### config.mk
export PLATFORM = sky130hd
export DESIGN_NAME = thc_vec_cell
export DESIGN_NICKNAME = d
export VERILOG_FILES = /design/src/rtl/thc_pkg.sv /design/src/rtl/thc_vec_cell.sv
export SDC_FILE = /design/constraint.sdc
export NUM_CORES = 1
export LEC_CHECK = 0
export CORE_UTILIZATION = 33
export CTS_BUF_LIST = sky130_fd_sc_hd__clkbuf_8
export DETAILED_ROUTE_END_ITERATION = 10
export DONT_BUFFER_PORTS = 1
export RECOVER_POWER = 50
export SETUP_SLACK_MARGIN = 0.2
export SYNTH_ARGS = -nofsm -noshare
export SYNTH_HDL_FRONTEND = slang
export SYNTH_SLANG_ARGS = --single-unit
### constraint.sdc
create_clock -name aclk -period 3.2 [get_ports aclk]
set_input_delay 0.64 -clock aclk [delete_from_list [all_inputs] [get_ports aclk]]
set_output_delay 0.64 -clock aclk [all_outputs]
set_load 0.02 [all_outputs]
### src/rtl/thc_pkg.sv
// Shared types, constants and tables for the tilt-compensated heading unit.
// No dependencies.
package thc_pkg;

    localparam int DefaultSteps = 16;
    localparam int AtanEntries  = 24;

    // rotation datapath: Q30 sine/cosine plus guard, binary angle plus guard
    localparam int RW = 34;
    // vectoring datapath: raw count times Q30, plus growth and sign
    localparam int XW = 51;
    localparam int ZW = 35;
    localparam int MW = 16;

    localparam logic signed [RW-1:0] GainQ30     = RW'(652032874);
    localparam logic signed [RW-1:0] QuarterTurn = RW'(64'sd1073741824);
    localparam logic signed [RW-1:0] HalfTurnR   = RW'(64'sd2147483648);
    localparam logic signed [ZW-1:0] HalfTurnV   = ZW'(64'sd2147483648);
    localparam logic [15:0]          HeadingLimit = 16'd23040;

    // angle / 45 by reciprocal, exact for magnitudes up to 2^16
    localparam logic [15:0] DivRecip = 16'd46604;
    localparam int          DivShift = 21;
    localparam int          AngDiv   = 45;

    localparam logic [31:0] ATAN_TURNS [AtanEntries] = '{
        32'd536870912, 32'd316933406, 32'd167458907, 32'd85004756, 32'd42667331,
        32'd21354465,  32'd10679838,  32'd5340245,   32'd2670163,  32'd1335087,
        32'd667544,    32'd333772,    32'd166886,    32'd83443,    32'd41722,
        32'd20861,     32'd10430,     32'd5215,      32'd2608,     32'd1304,
        32'd652,       32'd326,       32'd163,       32'd81
    };

    typedef struct packed {
        logic signed [RW-1:0] x;
        logic signed [RW-1:0] y;
        logic signed [RW-1:0] z;
    } rot_t;

    typedef struct packed {
        logic signed [XW-1:0] x;
        logic signed [XW-1:0] y;
        logic signed [ZW-1:0] z;
        logic                 zero;
    } vec_t;

    typedef struct packed {
        logic signed [MW-1:0] x;
        logic signed [MW-1:0] y;
        logic signed [MW-1:0] z;
        logic                 neg_p;
        logic                 neg_r;
    } side_t;

    typedef logic [63:0][21:0] frac_tab_t;

    // entries at and above 45 are never addressed
    function automatic frac_tab_t build_frac_tab();
        frac_tab_t tab;
        for (int r = 0; r < 64; r++) begin
            tab[r] = 22'((64'(r) * 64'd4194304 + 64'd22) / 64'(AngDiv));
        end
        return tab;
    endfunction

    localparam frac_tab_t FracTurn = build_frac_tab();

    // (r * 2^22 + 22) / 45 for a remainder r below 45, from a constant table
    function automatic logic [21:0] frac_turn(input logic [5:0] r);
        return FracTurn[r];
    endfunction

endpackage

### src/rtl/thc_vec_cell.sv
// One CORDIC vectoring step (atan2) with its output register.
// Depends on thc_pkg.
module thc_vec_cell #(
    parameter int STEP = 0
) (
    input  logic           aclk,
    input  logic           en,
    input  thc_pkg::vec_t  vec_in,
    output thc_pkg::vec_t  vec_out
);

    localparam logic signed [thc_pkg::ZW-1:0] Atan =
        thc_pkg::ZW'(thc_pkg::ATAN_TURNS[STEP]);

    thc_pkg::vec_t vec_reg;
    thc_pkg::vec_t vec_next;
    logic signed [thc_pkg::XW-1:0] dx;
    logic signed [thc_pkg::XW-1:0] dy;

    always_comb begin
        dx = vec_in.y >>> STEP;
        dy = vec_in.x >>> STEP;
        vec_next.zero = vec_in.zero;
        if (vec_in.y > 0) begin
            vec_next.x = vec_in.x + dx;
            vec_next.y = vec_in.y - dy;
            vec_next.z = vec_in.z + Atan;
        end else begin
            vec_next.x = vec_in.x - dx;
            vec_next.y = vec_in.y + dy;
            vec_next.z = vec_in.z - Atan;
        end
    end

    always_ff @(posedge aclk) begin
        if (en) begin
            vec_reg <= vec_next;
        end
    end

    assign vec_out = vec_reg;

endmodule

==> impl_metrics.json <==
{
  "synth.avg_cell_area_um2": 8.38,
  "antennaDiodeCount": 0,
  "drive_gt1_frac": 0.307,
  "worstSetupPathType": "in -> reg",
  "max-slew-margin-rel": 0.569,
  "syn_inst": 1679,
  "grt-ovfl-total": 0,
  "routabilityCongestion": 0.968,
  "yosys_warnings": 0,
  "dpl_worst_slack_ns": -0.677,
  "path_common_cell": "buf_4",
  "fin_ws_ns": 0.0773,
  "drt_first_pass_iters": 5,
  "worst_pin_slew_ns": 0.644,
  "fin_crit_ns": 3.12,
  "final_nets": 2405,
  "dr_total_vias": 14600,
  "critPathMaxStageDelay_ns": 0.53,
  "worstPathArrival_ns": 3.39,
  "synth_top_flop_cell": "edfxtp_1",
  "start_util": 0.335,
  "path_buf_inv": 4,
  "final_cell_mix": "buf_4 (451), a21oi_1 (202), ha_1 (150)",
  "max_clock_freq_ghz": 0.320,
  "dieArea_um2": 43500,
  "async_flop_share": 0,
  "fp.dieW_um": 209,
  "grt_pass1_wl_mm": 91.9,
  "fin_tns_setup_ns": 0,
  "ir_drop_v": 0.000222,
  "hp-class": "in -> reg",
  "postRouteAntennaNets": 0,
  "rsz0062_at_grt": "yes",
  "leakagePower_uw": 0.00839,
  "status": "complete, no violations",
  "synth_fp_nets": 1993,
  "setup_viol": 0,
  "cts-htree-levels": 4,
  "required_ns": 3.47,
  "place_hpwl_mm": 51.1,
  "die_y_um": 209,
  "root_buffer": "clkbuf_8",
  "mostFrequentLayoutCell": "buf_4",
  "cts_tree": "yes",
  "synth_area_um2": 14100,
  "cts.hold.buffers_added": 0,
  "synth-seq-cells": 137,
  "synth_seq_area_share": 0.292,
  "routed_via_density": 5.52,
  "crit_path_end_kind": "register",
  "finalHoldViolations": 0,
  "finalPower_uw": 7560,
  "antenna_found_initial": 1,
  "grt_usage": 0.284,
  "clk_path_buf_depth": 2,
  "drt-total-wl_mm": 62.3,
  "period_share": 0.976,
  "synth-edff-count": 137,
  "grt_max_degree": 138,
  "drcViolationCount": 0,
  "slowest_stage": "or4b_4",
  "crit_start": "vec_in[57]",
  "rows": 75,
  "numCtsBuffers": 17,
  "clkTransAtPathRegs_ns": 0.09,
  "wl_per_cell_um": 23.6,
  "startpoint_type": "input pin",
  "cp_top_family": "compound AO/OA/AOI/OAI gates",
  "io_pins": 278,
  "power_density_nw_per_um2": 391,
  "ys_types": 74,
  "crit_chain": "inv_8, ha_4, nor2b_4, or4b_4, a2bb2oi_2, buf_4, a221oi_4, nor2_2, a2111oi_4, buf_4, o31ai_4, buf_6, a31o_4, o2bb2ai_4, xor2_1",
  "largest_register_ffs": 137,
  "min-delay-start": "vec_in[3]",
  "grt_pass1_vias": 14600,
  "report.final.slew_viol_count": 0,
  "cp_max_fo": 4,
  "portBuffers": 0,
  "numClockSinks": 137,
  "max_cap_viol_count": 0,
  "hold_slack_ns": 0.177,
  "synthToLayoutAreaGrowth_pct": 37.4,
  "core_area_um2": 42000,
  "drt-initial-drc-count": 1178
}
-- layout make-up --
| cell class | count | area, µm² |
|---|---|---|
| well taps | 539 | 674 |
| clock inverters | 14 | 125 |
| fillers | 4166 | 22700 |
| repair buffers | 462 | 3530 |
| clock buffers | 17 | 234 |
| flip-flops and latches | 137 | 4110 |
| multi-input cells | 1316 | 10000 |
| inverters | 157 | 622 |
-- where the power goes --
group          leakage [µW]  total, µW  internal (µW)  switching, µW
clock              0.000169       1450            610            840
combinational       0.00688       3260           1480           1780
sequential          0.00134       2850           2370            481
-- synth_stat cells, drive strengths merged (14+ instances only) --
| cell | number | area [µm²] |
|---|---|---|
| nor4 | 36 | 225 |
| a31oi | 14 | 87.6 |
| nand2b | 15 | 93.8 |
| a21oi | 216 | 1080 |
| xor2 | 14 | 123 |
| o21ai | 111 | 556 |
| nand4 | 24 | 150 |
| a21o | 42 | 315 |
| nor2b | 19 | 119 |
| o31ai | 26 | 200 |
| nand3 | 33 | 165 |
| clkbuf | 52 | 195 |
| nor3 | 26 | 130 |
| mux2i | 29 | 290 |
| xnor2 | 90 | 788 |
| nand2 | 99 | 372 |
| inv | 155 | 582 |
| ha | 170 | 2130 |
| buf | 17 | 80.1 |
| edfxtp | 137 | 4110 |
| o21bai | 38 | 285 |
| o21a | 14 | 105 |
| nor2 | 151 | 567 |
-- metal layers --
layer	vias to the layer above	part of all wire	GRT usage
li1	6881	-	-
met1	7025	0.44	0.379
met2	609	0.45	0.452
met3	78	0.079	0.0694
met4	2	0.024	0.0812
met5	-	0.00016	0
-- repair_timing --
item / 4_1_cts / 5_1_grt
pin swaps: 10 / 56
setup endpoints to repair: 17 / 40
setup buffers: 1 / 14
cloned: 0 / 0
resized for setup: 23 / 108
-- kinds of logic (layout without fill, tap and decap cells) --
kind of cell	count (synthesis)	in the layout	synth area share
adders and majority gates	174	174	0.157
xor gates and xnor gates	104	104	0.0647
and+or+nand+nor	447	447	0.152
DFF	137	137	0.292
AOI/OAI and AO/OA	562	562	0.252
muxes	29	29	0.0206
buffers and inverters	226	650	0.0614
-- final timing paths --
| path | slack (ns) | end | depth (start not counted) |
|---|---|---|---|
| worst max-delay path | 0.08 | vec_out[137] | 15 |
| worst min-delay path | 0.18 | vec_out[3] | 0 |
-- stage by stage --
stage	instances	cell area (µm²)	util
floorplan	1679	14500	-
global placement	2596	18200	0.434
detailed placement	2596	18200	0.434
CTS	2628	18700	0.445
global route	2642	19300	0.460
finish	2642	19300	0.460
No activity file was read; power rests on OpenSTA's default activity.
