**src/rtl/thc_pkg.sv**
```systemverilog
// Shared types, constants and tables for the tilt-compensated heading unit.
// No dependencies.
package thc_pkg;

    localparam int DefaultSteps = 16;
    localparam int AtanEntries  = 24;

    // rotation datapath: Q30 sine/cosine plus guard, binary angle plus guard
    localparam int RW = 34;
    // vectoring datapath: raw count times Q30, plus growth and sign
    localparam int XW = 51;
    localparam int ZW = 35;
    localparam int MW = 16;

    localparam logic signed [RW-1:0] GainQ30     = RW'(652032874);
    localparam logic signed [RW-1:0] QuarterTurn = RW'(64'sd1073741824);
    localparam logic signed [RW-1:0] HalfTurnR   = RW'(64'sd2147483648);
    localparam logic signed [ZW-1:0] HalfTurnV   = ZW'(64'sd2147483648);
    localparam logic [15:0]          HeadingLimit = 16'd23040;

    // angle / 45 by reciprocal, exact for magnitudes up to 2^16
    localparam logic [15:0] DivRecip = 16'd46604;
    localparam int          DivShift = 21;
    localparam int          AngDiv   = 45;

    localparam logic [31:0] ATAN_TURNS [AtanEntries] = '{
        32'd536870912, 32'd316933406, 32'd167458907, 32'd85004756, 32'd42667331,
        32'd21354465,  32'd10679838,  32'd5340245,   32'd2670163,  32'd1335087,
        32'd667544,    32'd333772,    32'd166886,    32'd83443,    32'd41722,
        32'd20861,     32'd10430,     32'd5215,      32'd2608,     32'd1304,
        32'd652,       32'd326,       32'd163,       32'd81
    };

    typedef struct packed {
        logic signed [RW-1:0] x;
        logic signed [RW-1:0] y;
        logic signed [RW-1:0] z;
    } rot_t;

    typedef struct packed {
        logic signed [XW-1:0] x;
        logic signed [XW-1:0] y;
        logic signed [ZW-1:0] z;
        logic                 zero;
    } vec_t;

    typedef struct packed {
        logic signed [MW-1:0] x;
        logic signed [MW-1:0] y;
        logic signed [MW-1:0] z;
        logic                 neg_p;
        logic                 neg_r;
    } side_t;

    typedef logic [63:0][21:0] frac_tab_t;

    // entries at and above 45 are never addressed
    function automatic frac_tab_t build_frac_tab();
        frac_tab_t tab;
        for (int r = 0; r < 64; r++) begin
            tab[r] = 22'((64'(r) * 64'd4194304 + 64'd22) / 64'(AngDiv));
        end
        return tab;
    endfunction

    localparam frac_tab_t FracTurn = build_frac_tab();

    // (r * 2^22 + 22) / 45 for a remainder r below 45, from a constant table
    function automatic logic [21:0] frac_turn(input logic [5:0] r);
        return FracTurn[r];
    endfunction

endpackage

```
**src/rtl/thc_rot_cell.sv**
```systemverilog
// One CORDIC rotation step (sine/cosine generation) with its output register.
// Depends on thc_pkg.
module thc_rot_cell #(
    parameter int STEP = 0
) (
    input  logic           aclk,
    input  logic           en,
    input  thc_pkg::rot_t  rot_in,
    output thc_pkg::rot_t  rot_out
);

    localparam logic signed [thc_pkg::RW-1:0] Atan =
        thc_pkg::RW'(thc_pkg::ATAN_TURNS[STEP]);

    thc_pkg::rot_t rot_reg;
    thc_pkg::rot_t rot_next;
    logic signed [thc_pkg::RW-1:0] dx;
    logic signed [thc_pkg::RW-1:0] dy;

    always_comb begin
        dx = rot_in.y >>> STEP;
        dy = rot_in.x >>> STEP;
        if (!rot_in.z[thc_pkg::RW-1]) begin
            rot_next.x = rot_in.x - dx;
            rot_next.y = rot_in.y + dy;
            rot_next.z = rot_in.z - Atan;
        end else begin
            rot_next.x = rot_in.x + dx;
            rot_next.y = rot_in.y - dy;
            rot_next.z = rot_in.z + Atan;
        end
    end

    always_ff @(posedge aclk) begin
        if (en) begin
            rot_reg <= rot_next;
        end
    end

    assign rot_out = rot_reg;

endmodule

```
**config.mk**
```make
export PLATFORM = sky130hd
export DESIGN_NAME = thc_rot_cell
export DESIGN_NICKNAME = d
export VERILOG_FILES = /design/src/rtl/thc_pkg.sv /design/src/rtl/thc_rot_cell.sv
export SDC_FILE = /design/constraint.sdc
export NUM_CORES = 1
export LEC_CHECK = 0
export BUFFER_PORTS_ARGS = -buffer_cell sky130_fd_sc_hd__buf_2
export CAP_MARGIN = 20
export CORE_MARGIN = 4
export CORE_UTILIZATION = 60
export DETAILED_ROUTE_END_ITERATION = 10
export GPL_TIMING_DRIVEN = 0
export PLACE_DENSITY_LB_ADDON = 0.15
export RECOVER_POWER = 50
export SETUP_SLACK_MARGIN = 0.05
export SLEW_MARGIN = 20
export SYNTH_ARGS = -nofsm -noshare
export SYNTH_HDL_FRONTEND = slang
export SYNTH_SLANG_ARGS = --single-unit
```
**constraint.sdc**
```tcl
create_clock -name aclk -period 6.9 [get_ports aclk]
set_clock_uncertainty 0.15 [all_clocks]
set_input_delay 1.035 -clock aclk [delete_from_list [all_inputs] [get_ports aclk]]
set_output_delay 1.035 -clock aclk [all_outputs]
set_load 0.02 [all_outputs]
```
==> results by group <==
Timing
  – Setup TNS: 0 ns
  – Slew @ Worst Pin: 2.23 ns
  – Slew HR: -0.488
  – Hold Vio Cnt, Final: 0
  – Post-route minimum period: 4.48 ns
  – Max Fclk: 223 MHz
  – Final Max Slew Viols: 34
  – Final period utilization: 0.650
  – RSZ-0062 raised after global routing: false
  – # setup viols final: 0

Synthesis
  – Net count after synthesis: 1207
  – FF+latch count, synth: 101
  – Ys flop type: edfxtp_1
  – Syn Std Cell Area: 9030 um^2
  – Register area share after synthesis: 0.336
  – Synth cell types: 80
  – Syn Inst Count: 997
  – Synth async-reset ratio: 0
  – Yosys warning count: 0
  – Mean Syn Cell Area: 9.06 um^2
  – Post-synth EDFFs: 101

Outcome
  – Status: finished, violations left
  – Failing checks: max-capacitance violations, max-slew violations

Route
  – Total number of vias: 8749
  – Pre-Repair DR Iteration Count: 7
  – DR DRC count: 0
  – DR iter-0 viols: 1019
  – Wire per inst: 20.8 um
  – Routed WL: 29200 um
  – Vias per Instance: 6.24
  – Final antenna-violating net count: 0

CTS
  – Number of buffers created by CTS: 9
  – Post-CTS setup buffers: 0
  – Clock slew at reported path FFs: 0.09 ns
  – Clock Tree Buf Depth: 2
  – H-tree levels: 3
  – Root buf cell: clkbuf_16
  – Resize count post-CTS: 0
  – Clock sink total: 101
  – CTS tree: done
  – Hold-fix buffers, CTS: 0

Final layout
  – Max FFs per register: 101
  – Synthesis-to-layout area growth: 17.3%
  – # diodes: 0
  – Final core occ: 0.724
  – # fillers: 1199
  – Layout cells sized above 1: 0.196
  – Nets: 1424

Worst setup path
  – Critical Path End Type: register
  – CP max stage delay: 0.48 ns
  – CP cell instances: buf_2 -> inv_1 -> ha_1 -> clkbuf_2 -> nor3_1 -> nand2_1 -> o211ai_1 -> o31ai_4 -> o41ai_1 -> a21boi_1 -> o21ai_0 -> nand2_1 -> o21ai_1 -> xnor2_1
  – Critical Path RT: 6.84 ns
  – Worst path slowest cell: nor3_1
  – Critical path class: in2reg
  – Sum of buffers and inverters on the critical path: 3
  – CP max FO: 8
  – Crit. Startpoint: rot_in[40]
  – Critical path's top delay family: compound AO/OA/AOI/OAI gates
  – Arrival time of the worst setup path: 4.42 ns
  – Crit path launch type: input port
  – Worst path most repeated cell: nand2_1

Min path
  – Hold Crit Class: in2reg
  – HP Start: rot_in[10]

Job
  – Max-cap violations: 1

Pwr
  – Pwr dens: 211 nW/um^2
  – Maximum VDD drop: 0.153 mV
  – Leak Pwr: 4.66 nW

Floorplanning
  – Die width: 131 um
  – Io pins: 206
  – Initial Util: 0.617
  – Row count: 44
  – Die Span Y: 131 um
  – Total die area: 17100 um^2
  – Core Footprint: 14600 um^2

GRT
  – GRT Total Usage: 0.331
  – Antenna violations before repair: 0
  – First-pass GRT wire length: 43900 um
  – Pin count of the biggest net entering global routing: 69
  – Vias in the first global route: 8200
  – GRT overflow: 0

Place
  – Detailed placer's ending HPWL: 23200 um
  – GPL Wtd Cong: 1.03
  – IO Port Bufs: 205
## through the flow
step                worst slack (ns)  power (mW)  instance area [um^2]  hold WS [ns]  instances
floorplan                       3.12        1.39                  9030         0.984        997
global placement                2.24        1.68                 10300          1.06       1386
detailed placement              2.29        1.69                 10300          1.06       1387
CTS                             2.58        2.22                 10600         0.704       1403
global route                    2.31        2.32                 10600         0.698       1403
finish                          2.42        2.24                 10600         0.701       1403
## worst paths after layout
kind	endpoint	slack [ns]	cells past startpoint
worst max-delay path	rot_out[63]	2.42	14
worst min-delay path	rot_out[10]	0.70	1
## cell usage after synthesis, types with 8 or more instances
master | number | area (um^2)
o21ai_0 | 50 | 250
inv_1 | 96 | 360
a21oi_1 | 118 | 591
nor2b_1 | 11 | 68.8
nand2b_1 | 8 | 50.1
nor3_1 | 23 | 115
nand3_1 | 11 | 55.1
nor2_1 | 99 | 372
buf_1 | 12 | 45.0
xnor2_1 | 65 | 569
edfxtp_1 | 101 | 3030
clkbuf_1 | 20 | 75.1
ha_1 | 102 | 1280
o31ai_1 | 10 | 75.1
nand4_1 | 10 | 62.6
a21o_1 | 21 | 158
o21bai_1 | 22 | 165
nand2_1 | 43 | 161
o21a_1 | 11 | 82.6
mux2i_1 | 16 | 160
## placed cells by master, fill, tap and decap left out, types with 11 or more instances in the layout
cell and n:
nand3_1 11, nor2_1 99, a21oi_1 118, buf_1 12, nor2b_1 11, o21ai_0 50
inv_1 96, xnor2_1 65, a21o_1 21, o21a_1 11, o21bai_1 22, clkbuf_1 43
edfxtp_1 101, buf_2 188, mux2i_1 16, nand2_1 43, ha_1 102, nor3_1 23
## per-layer routing
| layer | global-route usage | routed length (um) |
|---|---|---|
| met4 | 0.123 | 966 |
| met5 | 0 | 0 |
| met3 | 0.0732 | 3490 |
| met1 | 0.452 | 11700 |
| met2 | 0.520 | 13100 |
## report_power, final
group | leakage [nW] | internal (mW) | switching, mW
registers | 0.989 | 0.792 | 0.0238
clock network | 0.148 | 0.287 | 0.253
logic | 3.52 | 0.304 | 0.577
## layout make-up
class | count | area, um^2 | area share
plain buffers | 47 | 223 | 0.0210
clock buffers | 9 | 225 | 0.0213
clock inverters | 7 | 86.3 | 0.00815
inverters | 103 | 392 | 0.0370
multi-input cells | 746 | 5380 | 0.508
flip-flops and latches | 101 | 3030 | 0.286
well taps | 184 | 230 | 0.0217
repair buffers | 206 | 1020 | 0.0967
## cells by family (layout without fill, tap and decap cells)
| group | after synthesis | in the layout | synth area share |
|---|---|---|---|
| compound gates | 319 | 319 | 0.237 |
| simple gates | 236 | 236 | 0.124 |
| buf+inv | 150 | 372 | 0.0680 |
| fa+ha+maj | 106 | 106 | 0.150 |
| flops | 101 | 101 | 0.336 |
| xor+xnor | 69 | 69 | 0.0669 |
| mux | 16 | 16 | 0.0177 |
No activity file was read; power rests on OpenSTA's default activity.
